===== src/rtl/core/udpdmx_pkg.sv =====
// Package for the UDP port demultiplexer: sizes, status codes, command codes,
// transaction structs and queue addressing helpers. No dependencies.
`timescale 1ns / 1ps
`default_nettype none
package udpdmx_pkg;

    localparam int NUM_PORTS    = 32;
    localparam int QUEUE_DEPTH  = 16;
    localparam int HANDLE_WIDTH = 16;

    localparam int IDX_W      = (NUM_PORTS > 1) ? $clog2(NUM_PORTS) : 1;
    localparam int PTR_W      = (QUEUE_DEPTH > 1) ? $clog2(QUEUE_DEPTH) : 1;
    localparam int CNT_W      = $clog2(QUEUE_DEPTH + 1);
    localparam int SLOT_DEPTH = NUM_PORTS * QUEUE_DEPTH;
    localparam int SLOT_AW    = (SLOT_DEPTH > 1) ? $clog2(SLOT_DEPTH) : 1;

    localparam logic [1:0] CMD_BIND    = 2'd0;
    localparam logic [1:0] CMD_UNBIND  = 2'd1;
    localparam logic [1:0] CMD_DELIVER = 2'd2;
    localparam logic [1:0] CMD_RECEIVE = 2'd3;

    localparam logic [7:0] PROTO_UDP = 8'd17;

    localparam logic [2:0] ST_OK       = 3'd0;
    localparam logic [2:0] ST_ALREADY  = 3'd1;
    localparam logic [2:0] ST_FULL     = 3'd2;
    localparam logic [2:0] ST_NOTBOUND = 3'd3;
    localparam logic [2:0] ST_DROPPED  = 3'd4;
    localparam logic [2:0] ST_EMPTY    = 3'd5;
    localparam logic [2:0] ST_FREED    = 3'd6;

    typedef struct packed {
        logic [1:0]  cmd;
        logic [15:0] port;
        logic [7:0]  proto;
        logic [15:0] pkt_handle;
    } req_item_t;

    typedef struct packed {
        logic [2:0]  status;
        logic [15:0] out_handle;
        logic        last;
    } rsp_item_t;

    typedef struct packed {
        logic [PTR_W-1:0] head;
        logic [PTR_W-1:0] tail;
        logic [CNT_W-1:0] count;
    } ctx_t;

    typedef struct packed {
        logic             set;
        logic             clear;
        logic [IDX_W-1:0] idx;
        logic [15:0]      port;
    } tbl_wr_t;

    typedef struct packed {
        logic             hit;
        logic [IDX_W-1:0] hit_idx;
        logic             free_found;
        logic [IDX_W-1:0] free_idx;
    } tbl_res_t;

    function automatic logic [SLOT_AW-1:0] slot_addr(input logic [IDX_W-1:0] idx,
                                                     input logic [PTR_W-1:0] ptr);
        logic [SLOT_AW-1:0] base;
        base = SLOT_AW'(idx) * SLOT_AW'(QUEUE_DEPTH);
        return base + SLOT_AW'(ptr);
    endfunction

    function automatic logic [PTR_W-1:0] ptr_inc(input logic [PTR_W-1:0] ptr);
        logic [PTR_W-1:0] nxt;
        if (ptr == PTR_W'(QUEUE_DEPTH - 1))
            nxt = '0;
        else
            nxt = ptr + PTR_W'(1);
        return nxt;
    endfunction

endpackage
`default_nettype wire


===== src/rtl/core/udpdmx_lookup.sv =====
// Bound-port table: valid bits and port numbers in flip-flops, a parallel
// match and a lowest-free-entry search, both registered. Uses udpdmx_pkg.
`timescale 1ns / 1ps
`default_nettype none
module udpdmx_lookup (
    input  wire logic                clk,
    input  wire logic                rst_n,
    input  wire logic                capture,
    input  wire logic [15:0]         key,
    input  wire udpdmx_pkg::tbl_wr_t wr,
    output udpdmx_pkg::tbl_res_t     res
);
    import udpdmx_pkg::*;

    logic [NUM_PORTS-1:0] valid_reg;
    logic [15:0]          port_reg [NUM_PORTS];
    tbl_res_t             res_reg;
    tbl_res_t             res_next;

    always_comb
    begin
        res_next = '0;
        for (int i = NUM_PORTS - 1; i >= 0; i--)
        begin
            if (valid_reg[i] && port_reg[i] == key)
            begin
                res_next.hit     = 1'b1;
                res_next.hit_idx = IDX_W'(i);
            end
            if (!valid_reg[i])
            begin
                res_next.free_found = 1'b1;
                res_next.free_idx   = IDX_W'(i);
            end
        end
    end

    always_ff @(posedge clk or negedge rst_n)
    begin
        if (!rst_n)
        begin
            valid_reg <= '0;
            res_reg   <= '0;
        end
        else
        begin
            if (wr.set)
                valid_reg[wr.idx] <= 1'b1;
            else if (wr.clear)
                valid_reg[wr.idx] <= 1'b0;
            if (capture)
                res_reg <= res_next;
        end
    end

    always_ff @(posedge clk)
    begin
        if (wr.set)
            port_reg[wr.idx] <= wr.port;
    end

    assign res = res_reg;

`ifndef SYNTHESIS
    a_set_clear_exclusive: assert property (@(posedge clk) disable iff (!rst_n)
        !(wr.set && wr.clear))
        else $error("table set and clear in the same cycle");
    a_set_free_entry: assert property (@(posedge clk) disable iff (!rst_n)
        wr.set |-> !valid_reg[wr.idx])
        else $error("bind overwrote a valid entry");
    a_clear_valid_entry: assert property (@(posedge clk) disable iff (!rst_n)
        wr.clear |-> valid_reg[wr.idx])
        else $error("unbind cleared an entry that was not valid");
`endif

endmodule
`default_nettype wire


===== config.mk =====
export PLATFORM = sky130hd
export DESIGN_NAME = udpdmx_lookup
export DESIGN_NICKNAME = d
export VERILOG_FILES = /design/src/rtl/core/udpdmx_pkg.sv /design/src/rtl/core/udpdmx_lookup.sv
export SDC_FILE = /design/constraint.sdc
export NUM_CORES = 1
export LEC_CHECK = 0
export ABC_CLOCK_PERIOD_IN_PS = 6950
export BUFFER_PORTS_ARGS = -buffer_cell sky130_fd_sc_hd__buf_2
export CAP_MARGIN = 10
export CORE_MARGIN = 2
export CORE_UTILIZATION = 45
export CTS_BUF_LIST = sky130_fd_sc_hd__clkbuf_16
export DETAILED_ROUTE_END_ITERATION = 10
export SKIP_LAST_GASP = 1
export SLEW_MARGIN = 20
export SYNTH_ARGS = -nofsm -noshare
export SYNTH_HDL_FRONTEND = slang
export SYNTH_SLANG_ARGS = --single-unit

===== constraint.sdc =====
create_clock -name clk -period 6.95 [get_ports clk]
set_input_delay 0.3475 -clock clk [delete_from_list [all_inputs] [get_ports clk]]
set_output_delay 0.3475 -clock clk [all_outputs]
set_load 0.05 [all_outputs]

==> metrics.json, run 1 <==
{
  "drv.max_cap_violation_count": 0,
  "synth-xor-area-share_pct": 17.81,
  "yosys.area_share.adder_pct": 0,
  "min-delay-path-class": "input port to register",
  "rrSetupSlack_ns": 4.06,
  "finalCritPeriodShare_pct": 48.63,
  "number_of_detailed_route_iterations_in_the_first_pass": 5,
  "diodes": 0,
  "htree_levels": 2,
  "grt_overflow": 0,
  "detail_route.iter0.violations": 1558,
  "num_io_pins": 54,
  "placedInstanceArea_mm2": 0.02625,
  "postCtsSetupBuffers": 0,
  "ys_types": 63,
  "port_buffers": 53,
  "number_of_standard_cells_in_the_layout_taps_in_and_fillers_out": 2669,
  "fmax_mhz": 295.9,
  "synthDominantCellAreaShare_pct": 60.94,
  "grt_pass1_vias": 15500,
  "core_mm2": 0.05531,
  "cts_buffers": 59,
  "crit_path_max_incr_delay_ns": 0.58,
  "place_hpwl_mm": 42.70,
  "slowest_stage": "buf_4",
  "synth-compound-area-share_pct": 3.169,
  "grt_first_pass_wirelength_mm": 108.6,
  "grt_max_degree": 45,
  "outcome": "complete, no violations",
  "post_cts_resized": 0,
  "crit_arrival_ns": 3.86,
  "proportion_of_synthesized_area_in_mux_cells_pct": 0.03967,
  "synth_top_family_by_area": "XOR/XNOR gates",
  "latest_clock_arrival_within_the_worst_skew_pair_ns": 0.63,
  "routed_wirelength_mm": 75.57,
  "clock_skew_ns": 0.02011,
  "critPathMaxFanout": 19,
  "clock_tree.buffer_depth": 3,
  "largest_register_ffs": 512,
  "timing.final.ws_setup_ns": 3.570,
  "p_total_mw": 7.448,
  "dominantRegCellSynth": "edfxtp_1",
  "tritoncts_clock_tree": "yes",
  "rsz0062_at_grt": "false",
  "timing.final.max_slew_violations": 0,
  "antenna_found_initial": 1,
  "timing.critical_path.required_ns": 7.43,
  "globalplace.congestion": 0.8754,
  "fin_tns_setup_ns": 0,
  "synth_fp_nets": 1823,
  "dpl.cell_count": 2557,
  "syn-instance-count": 1781,
  "nNetsFinal": 1913,
  "syn_area_per_cell_um2": 14.17,
  "critical_path_type": "input port to register",
  "layout-drive-gt1-share_pct": 11.40,
  "finalHoldViolations": 0,
  "worstSetupEndpointType": "register",
  "post-synth-top-area-cell": "edfxtp_1",
  "detail_route.drc_violations": 0,
  "floorplan.die.width_um": 240.8,
  "synth_enable_flop_cells": 512,
  "clock-sinks": 556,
  "die_ht_um": 240.8,
  "synth_register_bits": 556,
  "synthesis.yosys.warnings": 0,
  "synth-async-reset-ratio_pct": 7.914,
  "post_synth_main_area_contributors": "edfxtp_1 61%, xnor2_1 9.8%, xor2_1 8.0%, dfrtp_1 4.4%, nand4_1 1.9%",
  "power.density_mw_per_mm2": 265.3,
  "power.leakage_nw": 9.032,
  "ant_nets": 0,
  "synth_sequential_area_ratio_pct": 65.30,
  "cp_top_family": "simple AND/OR/NAND/NOR gates",
  "floorplan.die_area_mm2": 0.05798,
  "cts_root_buf": "clkbuf_16",
  "crit_chain": "buf_2, buf_4, xor2_1, nor4_2, nand2_1, or4_4, and2_1, a311oi_1, o21ai_1, a211oi_1, o22ai_1",
  "detail_route.wl_per_cell_um": 28.31,
  "area.growth.synth_to_final_pct": 11.28,
  "grt_usage_pct": 26.54,
  "final_cell_area_mm2": 0.02808,
  "placement_rows": 86,
  "vias": 15510,
  "mappedNetlistArea_mm2": 0.02523,
  "relative_slew_margins_pct": 21.65,
  "startpoint_type": "input port",
  "buffers_plus_inverters_on_the_worst_setup_path": 2,
  "synthSimpleGateAreaFrac_pct": 10.99,
  "starting_density_of_the_core_pct": 45.62,
  "final-setup-viol-count": 0,
  "period_minus_slack_ns": 3.380,
  "max_slew.worst_pin.slew_ns": 1.175,
  "irDropWorstVdd_mv": 0.1953,
  "post_cts_hold_buffer_count": 1,
  "place_ws_ns": 2.979,
  "via_per_inst": 5.812,
  "path_clk_slew_ns": 0.06
}
[cell usage in the layout, fill, tap and decap left out, types with 18 or more instances in the layout]
| cell | instances |
|---|---|
| buf_2 | 49 |
| xor2_1 | 230 |
| nor3_1 | 18 |
| nand2_1 | 79 |
| edfxtp_1 | 512 |
| nand3_1 | 50 |
| nand4_1 | 76 |
| dfrtp_1 | 44 |
| clkbuf_16 | 59 |
| inv_1 | 33 |
| buf_4 | 59 |
| nor2_1 | 74 |
| xnor2_1 | 283 |
| o21ai_0 | 77 |
| nor4_1 | 68 |
[stage by stage]
| step | utilization, % | hold slack [ns] |
|---|---|---|
| floorplan | - | 0.05191 |
| global placement | 47.44 | 0.5019 |
| detailed placement | 47.46 | 0.4997 |
| CTS | 50.76 | 0.1566 |
| global route | 50.76 | 0.1807 |
| finish | 50.76 | 0.1842 |
[cell usage after synthesis (17+ instances only)]
master / instances
edfxtp_1: 512
xnor2_1: 283
xor2_1: 230
nand2_1: 79
o21ai_0: 77
nand4_1: 76
nor2_1: 76
nor4_1: 68
nand3_1: 50
dfrtp_1: 44
buf_6: 30
inv_1: 18
nor3_1: 18
buf_2: 17
buf_4: 17
[routing by layer]
metal | wire (um) | global-route usage, % | share of wire (%)
met1 | 31280 | 35.09 | 41
met2 | 36800 | 44.62 | 49
met4 | 3139 | 11.34 | 4.2
met3 | 4346 | 2.962 | 5.8
met5 | 0 | 0 | 0
[layout make-up]
class                           instances  area (um^2)
Fill cell                            4742        27230
Timing Repair Buffer                  109        698.2
Sequential cell                       556        16480
Tap cell                              748        935.9
Inverter                               18        67.56
Clock buffer                           59         1476
Clock inverter                         52        340.3
Multi-Input combinational cell       1127         8082
[path summary, 6_finish.rpt]
path / to / depth (start not counted) / start
hold / removal: res[4] / 2 / capture
min in group asynchronous: async pin / 2 / rst_n
max in group asynchronous: async pin / 2 / rst_n
setup / recovery: res[8] / 11 / key[1]
setup reg to reg: res[8] / 9 / port_reg[26][5]
hold reg to reg: res[5] / 2 / res[5]
[logic make-up after synthesis]
kind of cell / after synthesis
buffers and inverters: 98
AOI/OAI and AO/OA: 131
muxes: 1
and+or+nand+nor: 482
DFF: 556
xor gates and xnor gates: 513
[report_power, final]
group          internal (mW)  leakage, nW  total (mW)  switching (mW)
combinational          0.183         2.90       0.615           0.432
sequential              3.74         5.16        3.85           0.108
clock                   1.68        0.964        2.98            1.30
Note: power is estimated with default switching activity, not from simulation.
==> run 2: changes to the inputs <==
--- a/config.mk
+++ b/config.mk
@@ -5,7 +5,7 @@
 export SDC_FILE = /design/constraint.sdc
 export NUM_CORES = 1
 export LEC_CHECK = 0
-export ABC_CLOCK_PERIOD_IN_PS = 6950
+export ABC_CLOCK_PERIOD_IN_PS = 3300
 export BUFFER_PORTS_ARGS = -buffer_cell sky130_fd_sc_hd__buf_2
 export CAP_MARGIN = 10
 export CORE_MARGIN = 2
==> constraint.sdc (replaced) <==
create_clock -name clk -period 3.3 [get_ports clk]
set_input_delay 0.165 -clock clk [delete_from_list [all_inputs] [get_ports clk]]
set_output_delay 0.165 -clock clk [all_outputs]
set_load 0.05 [all_outputs]
==> metrics.json, run 2 (synthesis results as in run 1) <==
{
  "outcome": "complete, no violations",
  "path_clk_slew_ns": 0.06,
  "power.density_mw_per_mm2": 543.6,
  "crit_chain": "xor2_1, or4_1, nor4b_1, buf_4, a211oi_1, a211oi_1, buf_4, o2111ai_1, a21oi_1, nor2_1",
  "area.growth.synth_to_final_pct": 13.06,
  "power.switching_mw": 3.798,
  "clock-sinks": 556,
  "grt_overflow": 0,
  "finalHoldViolations": 0,
  "worstSetupEndpointType": "register",
  "cts_buffers": 56,
  "dpl.cell_count": 2608,
  "clock_tree.buffer_depth": 3,
  "detail_route.drc_violations": 0,
  "grt_max_degree": 45,
  "num_io_pins": 54,
  "filler_cell_count": 4701,
  "clock_skew_ns": 0.01740,
  "antenna_found_initial": 0,
  "globalplace.congestion": 0.8906,
  "tritoncts_clock_tree": "yes",
  "combinationalPowerShare_pct": 8.9,
  "placement_rows": 86,
  "crit_path_max_incr_delay_ns": 0.54,
  "drv.max_cap_violation_count": 0,
  "layout-drive-gt1-share_pct": 13.14,
  "seq_power_share_pct": 52.2,
  "detail_route.iter0.violations": 1707,
  "number_of_standard_cells_in_the_layout_taps_in_and_fillers_out": 2712,
  "floorplan.die_area_mm2": 0.05798,
  "p_int_mw": 11.71,
  "period_minus_slack_ns": 2.769,
  "fin_tns_setup_ns": 0,
  "htree_levels": 2,
  "starting_density_of_the_core_pct": 45.62,
  "cts_root_buf": "clkbuf_16",
  "die_ht_um": 240.8,
  "nNetsFinal": 1962,
  "timing.final.max_slew_violations": 0,
  "largest_register_ffs": 512,
  "timing.critical_path.required_ns": 3.80,
  "power.leakage_nw": 9.296,
  "port_buffers": 53,
  "finalCritPeriodShare_pct": 83.92,
  "diodes": 0,
  "crit_arrival_ns": 3.27,
  "floorplan.die.width_um": 240.8,
  "postCtsSetupBuffers": 0,
  "slowest_stage": "or4_1",
  "critical_path_type": "register to register",
  "detail_route.wl_per_cell_um": 27.14,
  "grt_pass1_vias": 15340,
  "post_cts_resized": 0,
  "relative_slew_margins_pct": 22.70,
  "core_mm2": 0.05531,
  "vias": 15630,
  "p_sw_share_pct": 24.49,
  "clkPwrFrac_pct": 39.0,
  "number_of_detailed_route_iterations_in_the_first_pass": 5,
  "final_cell_mix": "512 x edfxtp_1, 283 x xnor2_1, 230 x xor2_1",
  "startpoint_type": "register",
  "via_per_inst": 5.763,
  "critPathMaxFanout": 2,
  "max_slew.worst_pin.slew_ns": 1.160,
  "place_hpwl_mm": 44.85,
  "rsz0062_at_grt": "false",
  "fmax_mhz": 361.1,
  "irDropWorstVdd_mv": 0.4068,
  "latest_clock_arrival_within_the_worst_skew_pair_ns": 0.62,
  "rr_worst_depth": 10,
  "routed_wirelength_mm": 73.61,
  "grt_usage_pct": 25.66,
  "grt_first_pass_wirelength_mm": 105.0,
  "final-setup-viol-count": 0,
  "layout.cells.most_common": "edfxtp_1",
  "min-delay-path-class": "input port to async pin",
  "ant_nets": 0
}
[run 2: cell types whose count changed in the layout (fill, tap and decap cells not counted), moves of 2 or more]
| cell | change |
|---|---|
| buf_4 | +37 |
| inv_2 | +3 |
| buf_12 | +13 |
| nor2_1 | +2 |
| clkinv_2 | -10 |
| nor2_2 | -2 |
[run 2: final cells by class]
| class | instances | area (um^2) | area share, % |
|---|---|---|---|
| Tap cell | 748 | 935.9 | 3.281 |
| Multi-Input combinational cell | 1127 | 8077 | 28.31 |
| Inverter | 18 | 67.56 | 0.2369 |
| Timing Repair Buffer | 161 | 1251 | 4.386 |
| Sequential cell | 556 | 16480 | 57.76 |
| Clock inverter | 44 | 266.5 | 0.9343 |
| Clock buffer | 58 | 1451 | 5.088 |
[run 2: repair_timing]
| action | CTS | global route |
|---|---|---|
| hold endpoints to repair | 50 | 0 |
| endpoints found under the setup margin | 0 | 0 |
| hold buffers | 2 | 0 |
[run 2: worst paths after layout]
path	from	to	slack [ns]
setup / recovery	port_reg[28][1]	res[6]	0.53
hold / removal	rst_n	res[5]	0.09
setup reg to reg	port_reg[28][1]	res[6]	0.53
hold reg to reg	res[5]	res[5]	0.52
max in group asynchronous	rst_n	async pin	2.77
min in group clk	wr[0]	port_reg[13][0]	0.14
[run 2: metrics by stage]
step | util [%] | cell area, um^2 | hold WS, ns | setup slack, ns | power [mW]
finish | 51.57 | 28520 | 0.09048 | 0.5306 | 15.51
floorplan | - | 25230 | -0.1306 | 1.036 | 8.941
detailed placement | 48.42 | 26780 | 0.4107 | 0.3262 | 9.594
global route | 51.57 | 28520 | 0.1143 | 0.3831 | 15.99
global placement | 48.42 | 26780 | 0.3952 | 0.3380 | 9.573
CTS | 51.57 | 28520 | 0.1233 | 0.5968 | 15.60
[run 2: power by group through the flow]
| stage | logic [mW] | clock network (mW) | registers [mW] |
|---|---|---|---|
| 2_1_floorplan | 0.770 | 0 | 8.17 |
| 3_3_place_gp | 1.34 | 0 | 8.23 |
| 3_5_place_dp | 1.36 | 0 | 8.24 |
| 4_1_cts | 1.37 | 6.14 | 8.09 |
| 5_1_grt | 1.47 | 6.42 | 8.11 |
| 6_report | 1.37 | 6.04 | 8.09 |
[run 2: critical path: cells and delay by family, from the launching register on]
family                    cells  cell delay, ns
buffers and inverters         2            0.38
and+or+nand+nor               3            1.12
AOI/OAI and AO/OA             4            0.60
DFF                           1            0.38
xor gates and xnor gates      1            0.18
[run 2: routing by layer]
| layer | vias up | wire, um | global-route usage [%] |
|---|---|---|---|
| li1 | 6838 | - | - |
| met1 | 7986 | 30630 | 34.47 |
| met2 | 662 | 35550 | 42.60 |
| met3 | 143 | 4707 | 3.580 |
| met4 | 0 | 2734 | 9.671 |
| met5 | - | 0 | 0 |
